$ cat src/sv/ssr_pkg.sv
// ----------------------------------------------------------------------------
// ssr_pkg
// Shared widths, codes, types and helper functions of the segment rasterizer.
// ----------------------------------------------------------------------------
package ssr_pkg;

	localparam int GRID_BITS   = 8;
	localparam int SCREEN_BITS = 17;
	localparam int OUT_W       = 17;
	localparam int STEP_W      = 8;
	localparam int ORG_W       = 11;
	localparam int CFG_IDX_W   = 2;
	localparam int CFG_DATA_W  = 11;
	localparam int Q_DEPTH     = 2;
	localparam int QP_W        = (Q_DEPTH > 1) ? $clog2(Q_DEPTH) : 1;
	localparam int QC_W        = $clog2(Q_DEPTH + 1);
	localparam int SCALE_W     = GRID_BITS + STEP_W + 1;
	localparam int DIVC_W      = $clog2(SCREEN_BITS + 1);

	localparam logic [CFG_IDX_W-1:0] REG_STEP = CFG_IDX_W'(0);
	localparam logic [CFG_IDX_W-1:0] REG_XORG = CFG_IDX_W'(1);
	localparam logic [CFG_IDX_W-1:0] REG_YORG = CFG_IDX_W'(2);

	localparam logic CMD_START = 1'b0;
	localparam logic CMD_TICK  = 1'b1;

	typedef logic [SCREEN_BITS-1:0] coord_t;

	typedef struct packed {
		logic   cmd;
		coord_t ax;
		coord_t ay;
		coord_t bx;
		coord_t by;
	} item_t;

	typedef struct packed {
		logic full;
		logic empty;
	} q_stat_t;

	// grid * step + origin, wrapped to the screen width
	function automatic coord_t scale_pt(
		input logic [GRID_BITS-1:0] g,
		input logic [STEP_W-1:0]    step,
		input logic [ORG_W-1:0]     org
	);
		logic [SCALE_W-1:0]             p;
		logic [SCALE_W+SCREEN_BITS-1:0] t;
		p = SCALE_W'(g) * SCALE_W'(step) + SCALE_W'(org);
		t = {{SCREEN_BITS{1'b0}}, p};
		return t[SCREEN_BITS-1:0];
	endfunction

	function automatic logic [OUT_W-1:0] to_out(input coord_t v);
		logic [OUT_W+SCREEN_BITS-1:0] t;
		t = {{OUT_W{1'b0}}, v};
		return t[OUT_W-1:0];
	endfunction

endpackage

$ cat src/sv/scaled_segment_rasterizer.sv
// ----------------------------------------------------------------------------
// scaled_segment_rasterizer
// Scales a grid segment to the screen and emits its interpolated pixels.
// ----------------------------------------------------------------------------
// Input channel (in_valid/in_ready): cmd 0 is a start word carrying two grid
// endpoints, scaled by step_size and offset by the origins on acceptance;
// cmd 1 is a tick that asks for the next pixel. A tick while no segment is
// being walked is dropped without a result. A start word aborts any segment.
// Output channel (out_valid/out_ready): one pixel per live tick, x pass first
// then y pass, last_pixel set on the final pixel of the segment.
// Config channel (cfg_valid/cfg_ready): index 0 step_size, 1 x_origin,
// 2 y_origin; always ready, write only while the block is idle.
// Flow: a two-entry queue sits behind the input. A tick passes through the pixel
// engine in order: issue, multiply, 17 divide steps of the bit-serial divider,
// write-back. A start word is taken in the issue state alone and does not enter
// the multiply or divide. The engine takes no new word until the pixel of the
// last tick is written back.
// A stalled receiver holds the pixel in the output register; the engine waits
// in write-back and the queue fills, then in_ready drops.
// Reset: step_size 1, origins 0, queue empty, no segment, out_valid low.
// ----------------------------------------------------------------------------
module scaled_segment_rasterizer import ssr_pkg::*; (
	input  logic                  clk,
	input  logic                  arst_n,
	input  logic                  in_valid,
	output logic                  in_ready,
	input  logic                  cmd,
	input  logic [GRID_BITS-1:0]  from_x,
	input  logic [GRID_BITS-1:0]  from_y,
	input  logic [GRID_BITS-1:0]  to_x,
	input  logic [GRID_BITS-1:0]  to_y,
	output logic                  out_valid,
	input  logic                  out_ready,
	output logic [OUT_W-1:0]      pixel_x,
	output logic [OUT_W-1:0]      pixel_y,
	output logic                  last_pixel,
	input  logic                  cfg_valid,
	output logic                  cfg_ready,
	input  logic [CFG_IDX_W-1:0]  cfg_index,
	input  logic [CFG_DATA_W-1:0] cfg_data
);

	q_stat_t q_stat;
	logic    q_push, q_pop;
	item_t   wr_item, rd_item;

	ssr_front u_front (
		.clk       (clk),
		.arst_n    (arst_n),
		.in_valid  (in_valid),
		.in_ready  (in_ready),
		.cmd       (cmd),
		.from_x    (from_x),
		.from_y    (from_y),
		.to_x      (to_x),
		.to_y      (to_y),
		.cfg_valid (cfg_valid),
		.cfg_ready (cfg_ready),
		.cfg_index (cfg_index),
		.cfg_data  (cfg_data),
		.q_stat    (q_stat),
		.q_push    (q_push),
		.q_item    (wr_item)
	);

	ssr_queue u_queue (
		.clk     (clk),
		.arst_n  (arst_n),
		.push    (q_push),
		.wr_item (wr_item),
		.pop     (q_pop),
		.rd_item (rd_item),
		.stat    (q_stat)
	);

	ssr_back u_back (
		.clk        (clk),
		.arst_n     (arst_n),
		.q_item     (rd_item),
		.q_stat     (q_stat),
		.q_pop      (q_pop),
		.out_valid  (out_valid),
		.out_ready  (out_ready),
		.pixel_x    (pixel_x),
		.pixel_y    (pixel_y),
		.last_pixel (last_pixel)
	);

endmodule

$ cat src/sv/ssr_front.sv
// ----------------------------------------------------------------------------
// ssr_front
// Accepts input words, holds the scale registers and scales start endpoints.
// ----------------------------------------------------------------------------
module ssr_front import ssr_pkg::*; (
	input  logic                  clk,
	input  logic                  arst_n,
	input  logic                  in_valid,
	output logic                  in_ready,
	input  logic                  cmd,
	input  logic [GRID_BITS-1:0]  from_x,
	input  logic [GRID_BITS-1:0]  from_y,
	input  logic [GRID_BITS-1:0]  to_x,
	input  logic [GRID_BITS-1:0]  to_y,
	input  logic                  cfg_valid,
	output logic                  cfg_ready,
	input  logic [CFG_IDX_W-1:0]  cfg_index,
	input  logic [CFG_DATA_W-1:0] cfg_data,
	input  q_stat_t               q_stat,
	output logic                  q_push,
	output item_t                 q_item
);

	logic [STEP_W-1:0] step_q;
	logic [ORG_W-1:0]  xorg_q;
	logic [ORG_W-1:0]  yorg_q;

	assign cfg_ready = 1'b1;
	assign in_ready  = !q_stat.full;
	assign q_push    = in_valid && in_ready;

	always_comb begin
		q_item.cmd = cmd;
		q_item.ax  = scale_pt(from_x, step_q, xorg_q);
		q_item.ay  = scale_pt(from_y, step_q, yorg_q);
		q_item.bx  = scale_pt(to_x, step_q, xorg_q);
		q_item.by  = scale_pt(to_y, step_q, yorg_q);
	end

	always_ff @(posedge clk or negedge arst_n) begin
		if (!arst_n) begin
			step_q <= STEP_W'(1);
			xorg_q <= '0;
			yorg_q <= '0;
		end else if (cfg_valid && cfg_ready) begin
			unique case (cfg_index)
				REG_STEP: step_q <= cfg_data[STEP_W-1:0];
				REG_XORG: xorg_q <= cfg_data[ORG_W-1:0];
				REG_YORG: yorg_q <= cfg_data[ORG_W-1:0];
				default: ;
			endcase
		end
	end

endmodule

$ cat src/sv/ssr_queue.sv
// ----------------------------------------------------------------------------
// ssr_queue
// Short register queue that decouples the front from the pixel engine.
// ----------------------------------------------------------------------------
module ssr_queue import ssr_pkg::*; (
	input  logic    clk,
	input  logic    arst_n,
	input  logic    push,
	input  item_t   wr_item,
	input  logic    pop,
	output item_t   rd_item,
	output q_stat_t stat
);

	item_t            mem_q [Q_DEPTH];
	logic [QP_W-1:0]  wr_ptr_q;
	logic [QP_W-1:0]  rd_ptr_q;
	logic [QC_W-1:0]  cnt_q;

	function automatic logic [QP_W-1:0] next_ptr(input logic [QP_W-1:0] p);
		return (p == QP_W'(Q_DEPTH - 1)) ? '0 : p + 1'b1;
	endfunction

	assign rd_item    = mem_q[rd_ptr_q];
	assign stat.full  = (cnt_q == QC_W'(Q_DEPTH));
	assign stat.empty = (cnt_q == '0);

	always_ff @(posedge clk) begin
		if (push) begin
			mem_q[wr_ptr_q] <= wr_item;
		end
	end

	always_ff @(posedge clk or negedge arst_n) begin
		if (!arst_n) begin
			wr_ptr_q <= '0;
			rd_ptr_q <= '0;
			cnt_q    <= '0;
		end else begin
			if (push) begin
				wr_ptr_q <= next_ptr(wr_ptr_q);
			end
			if (pop) begin
				rd_ptr_q <= next_ptr(rd_ptr_q);
			end
			if (push && !pop) begin
				cnt_q <= cnt_q + 1'b1;
			end else if (pop && !push) begin
				cnt_q <= cnt_q - 1'b1;
			end
		end
	end

endmodule

$ cat src/sv/ssr_back.sv
// ----------------------------------------------------------------------------
// ssr_back
// Pixel engine: walks the x pass then the y pass, interpolating the other
// coordinate with one multiply and a bit-serial restoring divide.
// ----------------------------------------------------------------------------
module ssr_back import ssr_pkg::*; (
	input  logic             clk,
	input  logic             arst_n,
	input  item_t            q_item,
	input  q_stat_t          q_stat,
	output logic             q_pop,
	output logic             out_valid,
	input  logic             out_ready,
	output logic [OUT_W-1:0] pixel_x,
	output logic [OUT_W-1:0] pixel_y,
	output logic             last_pixel
);

	localparam logic [1:0] PH_IDLE  = 2'd0;
	localparam logic [1:0] PH_XPASS = 2'd1;
	localparam logic [1:0] PH_YPASS = 2'd2;

	localparam logic [1:0] S_WAIT = 2'd0;
	localparam logic [1:0] S_MUL  = 2'd1;
	localparam logic [1:0] S_DIV  = 2'd2;
	localparam logic [1:0] S_OUT  = 2'd3;

	localparam int PW = 2 * SCREEN_BITS;

	coord_t            ax_q, ay_q, bx_q, by_q, walk_q;
	logic [1:0]        phase_q;
	logic [1:0]        st_q;
	logic              neg_q;
	coord_t            rem_q, quo_q, span_q;
	logic [DIVC_W-1:0] cnt_q;

	logic             out_valid_q;
	logic [OUT_W-1:0] pixel_x_q, pixel_y_q;
	logic             last_q;

	logic               ypass, live, a_lt;
	coord_t             a_m, a_o, b_m, b_o, lo_m, lo_o, hi_m;
	coord_t             hi_o, d_m, mag_o;
	logic [SCREEN_BITS:0] d_o;
	logic [PW-1:0]      prod;
	logic [SCREEN_BITS:0] trial, diff;
	logic               ge;
	coord_t             other, walk_n, px, py;
	logic               pass_end, out_free, load_out;
	logic [1:0]         phase_n;
	coord_t             walk_nx;

	assign ypass = (phase_q == PH_YPASS);
	assign live  = (phase_q == PH_XPASS) || (phase_q == PH_YPASS);

	// walked (m) and interpolated (o) coordinates of both endpoints
	always_comb begin
		a_m  = ypass ? ay_q : ax_q;
		a_o  = ypass ? ax_q : ay_q;
		b_m  = ypass ? by_q : bx_q;
		b_o  = ypass ? bx_q : by_q;
		a_lt = (a_m < b_m);
		lo_m = a_lt ? a_m : b_m;
		lo_o = a_lt ? a_o : b_o;
		hi_m = a_lt ? b_m : a_m;
		hi_o = a_lt ? b_o : a_o;
	end

	always_comb begin
		d_m   = walk_q - lo_m;
		d_o   = {1'b0, hi_o} - {1'b0, lo_o};
		mag_o = d_o[SCREEN_BITS] ? coord_t'(-d_o) : d_o[SCREEN_BITS-1:0];
		prod  = PW'(d_m) * PW'(mag_o);
	end

	// one quotient bit per cycle
	always_comb begin
		trial = {rem_q, quo_q[SCREEN_BITS-1]};
		diff  = trial - {1'b0, span_q};
		ge    = (trial >= {1'b0, span_q});
	end

	always_comb begin
		other    = neg_q ? (lo_o - quo_q) : (lo_o + quo_q);
		px       = ypass ? other : walk_q;
		py       = ypass ? walk_q : other;
		walk_n   = walk_q + 1'b1;
		pass_end = (walk_n >= hi_m);
		phase_n  = phase_q;
		walk_nx  = walk_n;
		if (pass_end) begin
			if (ypass || (ay_q == by_q)) begin
				phase_n = PH_IDLE;
			end else begin
				phase_n = PH_YPASS;
				walk_nx = (ay_q < by_q) ? ay_q : by_q;
			end
		end
	end

	assign out_free = !out_valid_q || out_ready;
	assign load_out = (st_q == S_OUT) && out_free;
	assign q_pop    = (st_q == S_WAIT) && !q_stat.empty;

	always_ff @(posedge clk or negedge arst_n) begin
		if (!arst_n) begin
			ax_q    <= '0;
			ay_q    <= '0;
			bx_q    <= '0;
			by_q    <= '0;
			walk_q  <= '0;
			phase_q <= PH_IDLE;
			st_q    <= S_WAIT;
			cnt_q   <= '0;
		end else begin
			unique case (st_q)
				S_WAIT: begin
					if (q_pop) begin
						if (q_item.cmd == CMD_START) begin
							ax_q <= q_item.ax;
							ay_q <= q_item.ay;
							bx_q <= q_item.bx;
							by_q <= q_item.by;
							if (q_item.ax != q_item.bx) begin
								phase_q <= PH_XPASS;
								walk_q  <= (q_item.ax < q_item.bx) ? q_item.ax : q_item.bx;
							end else if (q_item.ay != q_item.by) begin
								phase_q <= PH_YPASS;
								walk_q  <= (q_item.ay < q_item.by) ? q_item.ay : q_item.by;
							end else begin
								phase_q <= PH_IDLE;
							end
						end else if (live) begin
							st_q <= S_MUL;
						end
					end
				end
				S_MUL: begin
					cnt_q <= '0;
					st_q  <= S_DIV;
				end
				S_DIV: begin
					cnt_q <= cnt_q + 1'b1;
					if (cnt_q == DIVC_W'(SCREEN_BITS - 1)) begin
						st_q <= S_OUT;
					end
				end
				S_OUT: begin
					if (load_out) begin
						phase_q <= phase_n;
						walk_q  <= walk_nx;
						st_q    <= S_WAIT;
					end
				end
				default: st_q <= S_WAIT;
			endcase
		end
	end

	// divider datapath
	always_ff @(posedge clk) begin
		if (st_q == S_MUL) begin
			rem_q  <= prod[PW-1:SCREEN_BITS];
			quo_q  <= prod[SCREEN_BITS-1:0];
			span_q <= hi_m - lo_m;
			neg_q  <= d_o[SCREEN_BITS];
		end else if (st_q == S_DIV) begin
			rem_q <= ge ? diff[SCREEN_BITS-1:0] : trial[SCREEN_BITS-1:0];
			quo_q <= {quo_q[SCREEN_BITS-2:0], ge};
		end
	end

	always_ff @(posedge clk or negedge arst_n) begin
		if (!arst_n) begin
			out_valid_q <= 1'b0;
		end else if (load_out) begin
			out_valid_q <= 1'b1;
		end else if (out_ready) begin
			out_valid_q <= 1'b0;
		end
	end

	always_ff @(posedge clk) begin
		if (load_out) begin
			pixel_x_q <= to_out(px);
			pixel_y_q <= to_out(py);
			last_q    <= (phase_n == PH_IDLE);
		end
	end

	assign out_valid  = out_valid_q;
	assign pixel_x    = pixel_x_q;
	assign pixel_y    = pixel_y_q;
	assign last_pixel = last_q;

endmodule

$ cat config.mk
export PLATFORM = sky130hd
export DESIGN_NAME = scaled_segment_rasterizer
export DESIGN_NICKNAME = d
export VERILOG_FILES = /design/src/sv/ssr_pkg.sv /design/src/sv/scaled_segment_rasterizer.sv /design/src/sv/ssr_front.sv /design/src/sv/ssr_queue.sv /design/src/sv/ssr_back.sv
export SDC_FILE = /design/constraint.sdc
export NUM_CORES = 2
export LEC_CHECK = 0
export BUFFER_PORTS_ARGS = -buffer_cell sky130_fd_sc_hd__buf_2
export CAP_MARGIN = 20
export CORE_UTILIZATION = 33
export CTS_CLUSTER_DIAMETER = 120
export DETAILED_ROUTE_END_ITERATION = 7
export PLACE_DENSITY_LB_ADDON = 0.08
export SLEW_MARGIN = 30
export SYNTH_ARGS = -nofsm -noshare
export SYNTH_HDL_FRONTEND = slang
export SYNTH_SLANG_ARGS = --single-unit
$ cat constraint.sdc
create_clock -name clk -period 16 [get_ports clk]
set_input_delay 0.8 -clock clk [delete_from_list [all_inputs] [get_ports clk]]
set_output_delay 0.8 -clock clk [all_outputs]
set_load 0.01 [all_outputs]
==> results.txt <==
* Run status: completed
- Summed over all failing endpoints, the final setup total negative slack is 0 ps.
- Clock-pin slew on the worst setup and hold paths: 60 ps
- HPWL reported at the end of detailed placement: 102000 um
* Num CTS Buffers: 44
- Port buffer count: 87
- Die X: around 360 um
- Detailed routing inserted a total of 30400 vias.
- Antenna violation net count after detailed routing: 0
- Worst-Skew Late Latency: 630 ps
- Total of flip-flops plus latches after synthesis: between 300 and 400
- Summing every instance area after synthesis gives 41700 um^2.
- Via count of the first global-routing pass: roughly 31000
- For this block, the routed nets add up to 127000 um of wire.
- Global routing finished with a remaining overflow of 0.
* Setup fix buffers added after clock tree synthesis: 0
- Share of post-route cells with drive strength above 1: 0.0859
- The initial utilization of the core area, before any placement, comes to 0.335.
- For this run, design rule violations remaining after detail routing come to 0.
* Initial antenna violation count: 1
* CTS tree: done
- Longest individual stage delay on the worst path: 670 ps
- Rel. slew slack: 0.293
- Average instance area after synthesis: 9.41 um^2
- Entering global routing, the biggest net connects 86 pins.
* Cell with the largest stage delay on the worst path: xor2_2
* Hold crit path type: in2async
* CP Class: reg2reg
- STA puts the critical path data arrival time at ~15000 ps.
- Number of fill cells: 12800
- During synthesis, Yosys emitted a total of 0 warnings.
- Num rows: roughly 130
* Final hold slack: 216 ps
* Total count of hold-check failures in the final report: 0
- In this run the worst path has a maximum fanout of 36.
- In the routed layout, each cell is associated on average with a via count of 4.95.
- Register-to-register setup slack: 1390 ps
* Post-route minimum period: 14610 ps
* Count of cells resized by post-cts repair: 0
- Flip-flop cell with the highest count after synthesis: edfxtp_1
* Area Growth Syn to Fin: 9.27%
- In the final routed layout, each cell accounts on average for slightly above 20 um.
- Routability-driven placement finished with a final weighted congestion of 0.903.
* FF-to-FF Start: u_back.phase_q[0]
- Across the run, the number of max-cap violations was 0.
- Period utilization: 0.913
* Std-Cell Core Area: 124000 um^2
* Clock root buffer: clkbuf_16
* Number of synthesized flops with an enable pin: 225
- The final number of max-transition violations was 0.
* Maximum achievable frequency: ~68 MHz
- Largest clock skew in the final design: 33.7 ps
* Die footprint: 128000 um^2
* Portion of the post-synthesis area used by sequential elements: 0.240
* Pre-antenna DRT Iters: 5
* Number of inserted diodes: 0
- In this run the worst setup path begins at u_back.phase_q[0].
* Synth Net Count: 5310
* Post-synthesis instance total: 4425
- Final count of negative-setup-slack endpoints: 0
- The kind of cell with the highest combined delay along the critical path is adder cells.
- The number of cells on the worst reg-to-reg path is 49.
- Crit Reg-Reg Endpoint: u_back.rem_q[16]
- Netlist cell types: 94
* First DRT Iteration DRCs: 1661
- For this run, the total global-route usage over all layers was measured as 0.202.
* Critical path startpoint category: flop
* Final nets: 5341
* Required time at the worst-slack endpoint: approximately 16000 ps
- The clock passes through at most 3 buffers.
* Worst-Margin Slew: 1060 ps
- Number of clock sinks: 354
- Top cell by count, worst path: fa_1
- Setup repair after global routing missed its margin: false
- The H-tree generated during clock tree synthesis spans 2 levels.
* Count of buffer and inverter cells on the critical path: 7
- After clock tree synthesis, the flow added hold-fix buffers numbering 0.
- Type of element capturing the critical path: flop
- Number of I/O pins: a little under 90
- From bottom edge to top edge, the die measures 357 um.
- Counting flops with an async set or reset pin after synthesis yields a share of 0.364.
* Wire length of the first global-routing pass: 195000 um
through the flow:
| stage | cells | utilization | cell area [um^2] | setup WS (ps) |
|---|---|---|---|---|
| after floorplan | 4425 | - | 41700 | 1420 |
| after global placement | 6046 | 0.353 | 44000 | 1480 |
| after detailed placement | 6046 | 0.354 | 44000 | 1330 |
| after CTS | 6127 | 0.365 | 45500 | 1260 |
| after global routing | 6128 | 0.366 | 45500 | 553 |
| final | 6128 | 0.366 | 45500 | 1390 |
state kept, by name, indices dropped and copies added (netlist names), 17 cells and up:
name            cells
u_queue.mem_q     138
u_back.ax_q        17
u_back.ay_q        17
u_back.bx_q        17
u_back.by_q        17
u_back.pixel_x     17
u_back.pixel_y     17
u_back.quo_q       17
u_back.rem_q       17
u_back.span_q      17
u_back.walk_q      17
cells in the final DEF, fill, tap and decap left out, types with 15 or more instances in the layout:
master	n
a21o_1	57
and3_1	19
buf_2	86
xor2_1	60
nand4_1	17
a21oi_1	214
o31ai_1	15
nand2_1	467
clkbuf_16	46
o21bai_1	25
a21boi_0	18
dfrtp_1	126
fa_1	415
edfxtp_1	225
xnor2_1	136
nor2_1	276
mux2i_1	111
nor2b_1	48
mux2_2	91
o211ai_1	25
and2_1	151
nand3_1	74
o21a_1	36
ha_1	416
nand2b_1	80
mux4_2	25
a31oi_1	22
nor3_1	30
buf_4	54
a211oi_1	39
inv_1	710
o21ai_0	142
final cells by class:
class | instances | area (um^2) | area share
multi-input combinational | 3202 | 28500 | 0.625
sequential | 354 | 9990 | 0.220
inverter | 712 | 2670 | 0.0587
tap | 1637 | 2050 | 0.0450
clock buffer | 60 | 1240 | 0.0273
timing repair buffer | 142 | 867 | 0.0190
clock inverter | 21 | 229 | 0.00503
worst max-delay path by stage:
stage          slack [ps]          endpoint  cells after the start
2_1_floorplan        1420  u_back.rem_q[16]                     60
3_3_place_gp         1480  u_back.rem_q[16]                     48
3_5_place_dp         1330  u_back.rem_q[16]                     48
4_1_cts              1260  u_back.rem_q[16]                     48
5_1_grt               550  u_back.rem_q[16]                     49
6_report             1390  u_back.rem_q[16]                     49
cells in the mapped netlist, types with 11 or more instances:
master / number / share of area
a211oi_1: 39 / 0.0070
a21boi_0: 18 / 0.0032
a21o_1: 57 / 0.010
a21oi_1: 214 / 0.026
a31oi_1: 22 / 0.0033
and2_1: 152 / 0.023
and3_1: 20 / 0.0030
buf_1: 20 / 0.0018
clkbuf_1: 119 / 0.011
dfrtp_1: 128 / 0.077
edfxtp_1: 225 / 0.16
fa_1: 415 / 0.20
ha_1: 419 / 0.13
inv_1: 710 / 0.064
mux2_2: 91 / 0.025
mux2i_1: 111 / 0.027
mux4_2: 25 / 0.014
nand2_1: 467 / 0.042
nand2b_1: 80 / 0.012
nand3_1: 74 / 0.0089
nand4_1: 17 / 0.0026
nor2_1: 278 / 0.025
nor2b_1: 49 / 0.0074
nor3_1: 30 / 0.0036
o211ai_1: 25 / 0.0045
o21a_1: 36 / 0.0065
o21ai_0: 144 / 0.017
o21ai_1: 11 / 0.0013
o21bai_1: 26 / 0.0047
o31a_1: 14 / 0.0029
o31ai_1: 15 / 0.0027
or2_2: 14 / 0.0021
or3_1: 11 / 0.0017
xnor2_1: 140 / 0.029
xor2_1: 62 / 0.013
metal layers:
layer / global-route usage / wire length (um)
met1: 0.268 / 58100
met2: 0.344 / 60900
met3: 0.0196 / 3720
met4: 0.0648 / 4200
met5: 0 / 0
kinds of logic after synthesis:
family	after synthesis	synth area share
flip-flops	354	0.240
XOR/XNOR	205	0.0436
other	1	0.0000900
AND/OR/NAND/NOR	1229	0.138
multiplexers	229	0.0655
adder cells (fa/ha/maj)	843	0.328
buffers and inverters	869	0.0795
AO/OA/AOI/OAI	695	0.106
Power is left out: the tool's default activity adds up to more than one toggle a clock period on the data nets, which glitch-free logic cannot reach.
